[config.mk]
export PLATFORM = sky130hd
export DESIGN_NAME = two_way_cache_byte_read_core
export DESIGN_NICKNAME = d
export VERILOG_FILES = /design/src/design/cbr_pkg.sv /design/src/design/cbr_ram.sv /design/src/design/two_way_cache_byte_read_core.sv
export SDC_FILE = /design/constraint.sdc
export NUM_CORES = 2
export LEC_CHECK = 0
export BUFFER_PORTS_ARGS = -buffer_cell sky130_fd_sc_hd__buf_2
export CORE_AREA = 2 2 319 636
export DETAILED_ROUTE_END_ITERATION = 10
export DIE_AREA = 0 0 321 638
export PLACE_DENSITY_LB_ADDON = 0.25
export SLEW_MARGIN = 20
export SYNTH_ARGS = -nofsm -noshare
export SYNTH_HDL_FRONTEND = slang
export SYNTH_HIERARCHICAL = 1
export SYNTH_SLANG_ARGS = --single-unit
export TNS_END_PERCENT = 10
[constraint.sdc]
create_clock -name clk -period 7 [get_ports clk]
set_input_delay 0.7 -clock clk [delete_from_list [all_inputs] [get_ports clk]]
set_output_delay 0.7 -clock clk [all_outputs]
set_load 0.02 [all_outputs]
[src/design/cbr_pkg.sv]
package cbr_pkg;

	localparam int ADDR_W  = 17;
	localparam int WORD_W  = 32;
	localparam int BYTE_W  = 8;
	localparam int TAG_W   = 10;
	localparam int FIELD_W = 5;
	localparam int LANE_W  = 2;
	localparam int TAG_LSB = 7;
	localparam int SET_LSB = 2;
	localparam int FIELD_N = 32;

	// one row of the tag store: both ways of a set plus its age mark
	typedef struct packed {
		logic [TAG_W-1:0] tag1;
		logic [TAG_W-1:0] tag0;
		logic [1:0]       valid;
		logic             newest;
	} meta_t;

	localparam int META_W = $bits(meta_t);

	typedef logic [LANE_W-1:0] lane_t;

	localparam lane_t LANE0 = 2'd0;
	localparam lane_t LANE1 = 2'd1;
	localparam lane_t LANE2 = 2'd2;
	localparam lane_t LANE3 = 2'd3;

	function automatic logic [BYTE_W-1:0] lane_of(input logic [WORD_W-1:0] word,
			input lane_t lane);
		logic [BYTE_W-1:0] b;
		case (lane)
			LANE0: b = word[7:0];
			LANE1: b = word[15:8];
			LANE2: b = word[23:16];
			LANE3: b = word[31:24];
			default: b = word[7:0];
		endcase
		return b;
	endfunction

endpackage

[src/design/cbr_ram.sv]
module cbr_ram #(
	parameter int WIDTH = 32,
	parameter int DEPTH = 32
) (
	input  logic                     clk,
	input  logic                     we,
	input  logic [$clog2(DEPTH)-1:0] waddr,
	input  logic [WIDTH-1:0]         wdata,
	input  logic                     re,
	input  logic [$clog2(DEPTH)-1:0] raddr,
	output logic [WIDTH-1:0]         rdata
);

	logic [WIDTH-1:0] mem [DEPTH];
	logic [WIDTH-1:0] rdata_q;

	always_ff @(posedge clk) begin
		if (we) begin
			mem[waddr] <= wdata;
		end
		if (re) begin
			rdata_q <= mem[raddr];
		end
	end

	assign rdata = rdata_q;

endmodule

[src/design/two_way_cache_byte_read_core.sv]
// channel  | handshake          | fields
// ---------+--------------------+-------------------------------
// request  | start, busy        | byte_addr[16:0], fill_word[31:0]
// result   | done (1-cycle)     | data_byte[7:0], from_memory
//
// Each word goes through a tag/line RAM read, then compare and write back.
// done pulses the cycle after the compare; a new request is taken that cycle.
// After reset a clearing pass walks every set of the tag RAM with busy high.
// A new request is taken only in idle, so a word finishes its compare before the next one.
// The receiver cannot stall; results are never held.
module two_way_cache_byte_read_core #(
	parameter int SET_COUNT = 32
) (
	input  logic                        clk,
	input  logic                        arst_n,
	input  logic                        start,
	output logic                        busy,
	input  logic [cbr_pkg::ADDR_W-1:0]  byte_addr,
	input  logic [cbr_pkg::WORD_W-1:0]  fill_word,
	output logic                        done,
	output logic [cbr_pkg::BYTE_W-1:0]  data_byte,
	output logic                        from_memory
);

	localparam int SW = $clog2(SET_COUNT);

	typedef enum logic [1:0] {
		ST_CLEAR,
		ST_IDLE,
		ST_LOOKUP
	} state_t;

	state_t state_q;
	logic [SW-1:0] clr_q;
	logic [SW-1:0] set_q;
	logic [cbr_pkg::TAG_W-1:0] tag_q;
	cbr_pkg::lane_t lane_q;
	logic [cbr_pkg::WORD_W-1:0] fill_q;
	logic done_q;
	logic from_mem_q;
	logic [cbr_pkg::BYTE_W-1:0] byte_q;

	// 5-bit set field folded onto SET_COUNT sets
	logic [SW-1:0] set_map [cbr_pkg::FIELD_N];
	for (genvar g = 0; g < cbr_pkg::FIELD_N; g++) begin : g_map
		assign set_map[g] = SW'(g % SET_COUNT);
	end

	logic accept;
	logic [SW-1:0] set_in;
	assign accept = start && (state_q == ST_IDLE);
	assign set_in = set_map[byte_addr[cbr_pkg::TAG_LSB-1:cbr_pkg::SET_LSB]];

	logic meta_we;
	logic [SW-1:0] meta_waddr;
	cbr_pkg::meta_t meta_wr;
	logic [cbr_pkg::META_W-1:0] meta_rdata;
	cbr_pkg::meta_t meta_rd;
	logic line_we;
	logic [2*cbr_pkg::WORD_W-1:0] line_wr;
	logic [2*cbr_pkg::WORD_W-1:0] line_rd;

	cbr_ram #(.WIDTH(cbr_pkg::META_W), .DEPTH(SET_COUNT)) u_meta (
		.clk  (clk),
		.we   (meta_we),
		.waddr(meta_waddr),
		.wdata(meta_wr),
		.re   (accept),
		.raddr(set_in),
		.rdata(meta_rdata)
	);

	cbr_ram #(.WIDTH(2*cbr_pkg::WORD_W), .DEPTH(SET_COUNT)) u_line (
		.clk  (clk),
		.we   (line_we),
		.waddr(set_q),
		.wdata(line_wr),
		.re   (accept),
		.raddr(set_in),
		.rdata(line_rd)
	);

	assign meta_rd = cbr_pkg::meta_t'(meta_rdata);

	logic hit0, hit1, hit, victim;
	logic [cbr_pkg::WORD_W-1:0] word0, word1, hit_word;

	always_comb begin
		word0 = line_rd[cbr_pkg::WORD_W-1:0];
		word1 = line_rd[2*cbr_pkg::WORD_W-1:cbr_pkg::WORD_W];
		hit0 = meta_rd.valid[0] && (meta_rd.tag0 == tag_q);
		hit1 = meta_rd.valid[1] && (meta_rd.tag1 == tag_q);
		hit = hit0 || hit1;
		hit_word = hit0 ? word0 : word1;
		// fill invalid ways first, else evict the older one
		if (!meta_rd.valid[0]) begin
			victim = 1'b0;
		end else if (!meta_rd.valid[1]) begin
			victim = 1'b1;
		end else begin
			victim = !meta_rd.newest;
		end

		meta_wr = meta_rd;
		line_wr = line_rd;
		if (victim) begin
			meta_wr.tag1 = tag_q;
			meta_wr.valid[1] = 1'b1;
			line_wr[2*cbr_pkg::WORD_W-1:cbr_pkg::WORD_W] = fill_q;
		end else begin
			meta_wr.tag0 = tag_q;
			meta_wr.valid[0] = 1'b1;
			line_wr[cbr_pkg::WORD_W-1:0] = fill_q;
		end
		meta_wr.newest = victim;

		meta_we = 1'b0;
		line_we = 1'b0;
		meta_waddr = set_q;
		if (state_q == ST_CLEAR) begin
			meta_we = 1'b1;
			meta_waddr = clr_q;
			meta_wr = '0;
		end else if (state_q == ST_LOOKUP && !hit) begin
			meta_we = 1'b1;
			line_we = 1'b1;
		end
	end

	always_ff @(posedge clk or negedge arst_n) begin
		if (!arst_n) begin
			state_q <= ST_CLEAR;
			clr_q <= '0;
			done_q <= 1'b0;
			from_mem_q <= 1'b0;
			byte_q <= '0;
		end else begin
			done_q <= 1'b0;
			case (state_q)
				ST_CLEAR: begin
					clr_q <= clr_q + 1'b1;
					if (clr_q == SW'(SET_COUNT - 1)) begin
						state_q <= ST_IDLE;
					end
				end
				ST_IDLE: begin
					if (start) begin
						state_q <= ST_LOOKUP;
					end
				end
				ST_LOOKUP: begin
					done_q <= 1'b1;
					from_mem_q <= !hit;
					byte_q <= cbr_pkg::lane_of(hit ? hit_word : fill_q, lane_q);
					state_q <= ST_IDLE;
				end
				default: state_q <= ST_CLEAR;
			endcase
		end
	end

	always_ff @(posedge clk) begin
		if (accept) begin
			set_q <= set_in;
			tag_q <= byte_addr[cbr_pkg::ADDR_W-1:cbr_pkg::TAG_LSB];
			lane_q <= byte_addr[cbr_pkg::LANE_W-1:0];
			fill_q <= fill_word;
		end
	end

	assign busy = (state_q != ST_IDLE);
	assign done = done_q;
	assign data_byte = byte_q;
	assign from_memory = from_mem_q;

`ifndef SYNTHESIS
	a_one_way_hits: assert property (@(posedge clk) disable iff (!arst_n)
		(state_q == ST_LOOKUP) |-> !(hit0 && hit1))
		else $error("both ways hit in one set");

	a_done_after_lookup: assert property (@(posedge clk) disable iff (!arst_n)
		done |-> $past(state_q == ST_LOOKUP))
		else $error("result without a lookup");

	a_accept_gives_done: assert property (@(posedge clk) disable iff (!arst_n)
		accept |=> ##1 done)
		else $error("accepted word produced no result");

	a_no_write_on_hit: assert property (@(posedge clk) disable iff (!arst_n)
		(state_q == ST_LOOKUP && hit) |-> !line_we && !meta_we)
		else $error("cache written on a hit");
`endif

endmodule

==> impl_metrics.py <==
metrics = {
    "outcome": {
        "outcome": "complete, no violations",
    },
    "floorplan": {
        "rows": 232,
        "die_area_sq_mm": 0.2048,
        "fp.dieW_microns": 321,
        "die_h_microns": 638,
        "io_pins": 63,
        "coreArea_sq_mm": 0.1997,
        "initial_core_util_pct": 56.79,
    },
    "sta": {
        "setup_ws_ps": 1955,
        "max_freq_ghz": 0.1982,
        "setup_viol": 0,
        "clock_skew_ps": 64.09,
        "finalCritPeriodShare_pct": 72.07,
        "fin_setup_tns_ps": 0,
        "final_max_slew_viol_count": 0,
        "tightest_slew_ps": 1104,
        "finalCriticalPeriod_ps": 5045,
        "grt_setup_unrepaired": "no",
        "hold_viol": 0,
        "max_slew_margin_pct": 26.24,
    },
    "synth": {
        "synth_compound_area_share_pct": 2.099,
        "syn-cell-area_sq_mm": 0.1134,
        "synth_edf_count": 2920,
        "async_reset_ff_share_pct": 0.5788,
        "synth.avg_cell_area_sq_um": 21.64,
        "synth-seq-area-share_pct": 77.69,
        "ys.flop_type": "edfxtp_1",
        "synth-simple-area-share_pct": 2.125,
        "synth_cell_types": 54,
        "yosysWarningCount": 6,
        "syn-num-nets": 5295,
        "ys_ff_latch": 2937,
        "synthCells": 5241,
        "synth-xor-area-share_pct": 0.1776,
        "synth.mux.area_fraction_pct": 16.52,
        "yosys.area_share.adder_pct": 0.02206,
        "synth_top_family_by_area": "multiplexers",
    },
    "clocking": {
        "cts-resized-gates": 0,
        "clkTransAtPathRegs_ps": 70,
        "cts_root_buf": "clkbuf_16",
        "clock_latency_ps": 890,
        "clockBufferDepth": 4,
        "cts_buffers": 234,
        "h-tree-depth": 4,
        "cts_tree": "built",
        "cts.sinks": 2937,
    },
    "global_routing": {
        "grt_pass1_wl_microns": 401300,
        "globalRouteTotalUtil_pct": 27.68,
        "gr-total-overflow": 0,
        "grt_max_degree": 132,
        "grt_pass1_vias": 56416,
        "antenna_found_initial": 5,
    },
    "placement": {
        "hpwl_microns": 162300,
        "io_buffers": 62,
        "gp_congestion": 0.8633,
        "post-place-ws_ps": 2102,
    },
    "flow_run": {
        "drv_cap": 0,
    },
    "power_and_ir_drop": {
        "p_leak_nw": 40.27,
        "peakVddDrop_uv": 248.2,
        "p_per_area_mw_per_mm2": 311.7,
    },
    "cells_and_area": {
        "syn_to_final_growth_pct": 10.61,
        "fill_cells": 13264,
        "final_core_util_pct": 62.82,
        "seq_area_sq_mm": 0.08811,
        "drive_above_1_share_pct": 24.28,
        "multi_input_area_sq_mm": 0.02436,
        "final_nets": 5492,
    },
    "route": {
        "ant_nets": 0,
        "first_iter_violations": 6571,
        "via_count": 54637,
        "via_per_inst": 6.663,
        "drt-total-wl_microns": 280800,
        "drc_errors": 0,
        "post_drt_wl_per_cell_microns": 34.24,
        "drt_pass1_iterations": 8,
    },
    "worst_setup_path": {
        "max_stage_delay_ps": 1030,
        "critPathLaunch": "tag_q[3]",
        "r2r_start": "tag_q[3]",
        "path_buf_inv": 1,
        "critical-path-slowest-cell": "nor2_4",
        "arrival_ps": 5520,
        "crit_path_end": "u_line/mem[27][19]",
        "startpoint_type": "register",
        "end_kind": "register",
        "r2r_cells": 8,
        "crit_chain": "xnor2_1, and4_1, and3_2, nand2b_1, nor2_1, nand3_1, nor2_4, buf_4",
        "crit_fanout": 31,
        "critPathRequiredTime_ps": 7480,
        "r2r_end": "u_line/mem[27][19]",
        "cp_num_cells": 8,
        "cpLargestDelayFamily": "simple AND/OR/NAND/NOR gates",
        "worstSetupPathType": "register to register",
        "reg2reg_slack_ps": 1950,
    },
    "worst_hold_path": {
        "hp-class": "input pin to register",
    },
}
kinds of logic (layout without fill, tap and decap cells):
family,Yosys count,after routing
AOI/OAI and AO/OA,335,335
xor gates and xnor gates,23,23
adders and majority gates,2,2
buffers and inverters,293,677
DFF,2937,2937
muxes,1106,1106
other,0,1
and+or+nand+nor,545,545
per-stage QoR:
step                instances  power, mW  instance area (sq um)  hold slack, ps
finish                   8200      39.10                 125500           60.29
floorplan                5241      24.31                 113400           404.4
global route             8200      40.19                 125500           20.81
detailed placement       7740      26.22                 117400           471.8
global placement         7740      26.03                 117400           462.3
CTS                      8199      39.30                 125300           2.148
flip-flops by register name, summed over array words and instances (netlist names), 2 cells and up:
name / flops
u_line/mem: 2048
u_meta/mem: 736
u_line/rdata: 64
fill_q: 32
u_meta/rdata: 23
tag_q: 10
data_byte: 8
clr_q: 5
set_q: 5
lane_q: 2
state_q: 2
power by group:
part | switching, mW | internal (mW)
sequential | 0.380 | 21.3
combinational | 3.08 | 1.05
clock | 6.04 | 7.20
total | 9.50 | 29.6
synthesized netlist by cell type (all sizes together) (2+ instances only):
| cell | instances | area (sq um) |
|---|---|---|
| nand2 | 288 | 1081 |
| nor2b | 7 | 43.79 |
| o22ai | 13 | 81.33 |
| a221oi | 19 | 166.4 |
| nand2b | 7 | 43.79 |
| clkbuf | 109 | 409.1 |
| and3 | 4 | 25.02 |
| a31oi | 28 | 175.2 |
| nor2 | 93 | 349.1 |
| and4 | 2 | 17.52 |
| a221o | 3 | 30.03 |
| o21ai | 12 | 60.06 |
| a211oi | 10 | 75.07 |
| or3b | 5 | 43.79 |
| mux4 | 605 | 13630 |
| o2bb2ai | 3 | 26.28 |
| mux2i | 420 | 4204 |
| nand3b | 13 | 97.59 |
| nor3b | 2 | 15.01 |
| o32ai | 2 | 17.52 |
| o31a | 6 | 52.55 |
| a21oi | 69 | 345.3 |
| edfxtp | 2920 | 87680 |
| inv | 6 | 22.52 |
| o221ai | 3 | 26.28 |
| nand4 | 29 | 181.4 |
| and2 | 7 | 43.80 |
| o211ai | 7 | 52.55 |
| a21o | 6 | 45.04 |
| o31ai | 2 | 15.01 |
| ha | 2 | 25.02 |
| nand3 | 53 | 265.3 |
| buf | 177 | 1114 |
| a211o | 2 | 17.52 |
| dfrtp | 17 | 425.4 |
| a22oi | 97 | 728.2 |
| or3 | 3 | 18.77 |
| a22o | 52 | 455.4 |
| or2 | 2 | 12.51 |
| xor2 | 8 | 70.07 |
| nor3 | 28 | 140.1 |
| mux2 | 81 | 912.1 |
| xnor2 | 15 | 131.4 |
routing by layer:
metal | global-route usage, % | routed length (microns) | up-vias
li1 | - | - | 22166
met1 | 32.46 | 94130 | 29261
met2 | 50.42 | 153100 | 2511
met3 | 3.181 | 17610 | 695
met4 | 13.62 | 15930 | 4
met5 | 0 | 25 | -
worst min path at each step:
stage	from	cells after the start	endpoint	slack [ps]
floorplan	arst_n	0	clr_q[0]	400
global placement	data_byte[3]	1	data_byte[3]	460
detailed placement	data_byte[3]	1	data_byte[3]	470
CTS	byte_addr[7]	1	tag_q[0]	2
global route	byte_addr[7]	1	tag_q[0]	20
finish	byte_addr[7]	1	tag_q[0]	60
placed cells by master (no fill, tap or decap), types with 43 or more instances in the layout:
master,n
a21oi_1,49
a22o_1,52
a22oi_1,97
buf_2,57
buf_4,121
clkbuf_16,238
clkinv_1,43
clkinv_2,56
edfxtp_1,2920
mux2_2,81
mux2i_1,420
mux4_2,605
nand2_1,267
nand3_1,53
final cells by class:
type | instances | share of cell area (%)
flip-flops and latches | 2937 | 70.23
multi-input cells | 2011 | 19.42
repair buffers | 247 | 1.747
inverters | 7 | 0.02094
well taps | 2574 | 2.567
clock buffers | 281 | 4.924
clock inverters | 142 | 1.086
diodes | 1 | 0.001995
repair_timing:
action	4_1_cts	5_1_grt
hold endpoints to repair	52	0
hold buffers	36	0
setup endpoints to repair	0	0
buffers inserted	0	0
Note: power is estimated with default switching activity, not from simulation.
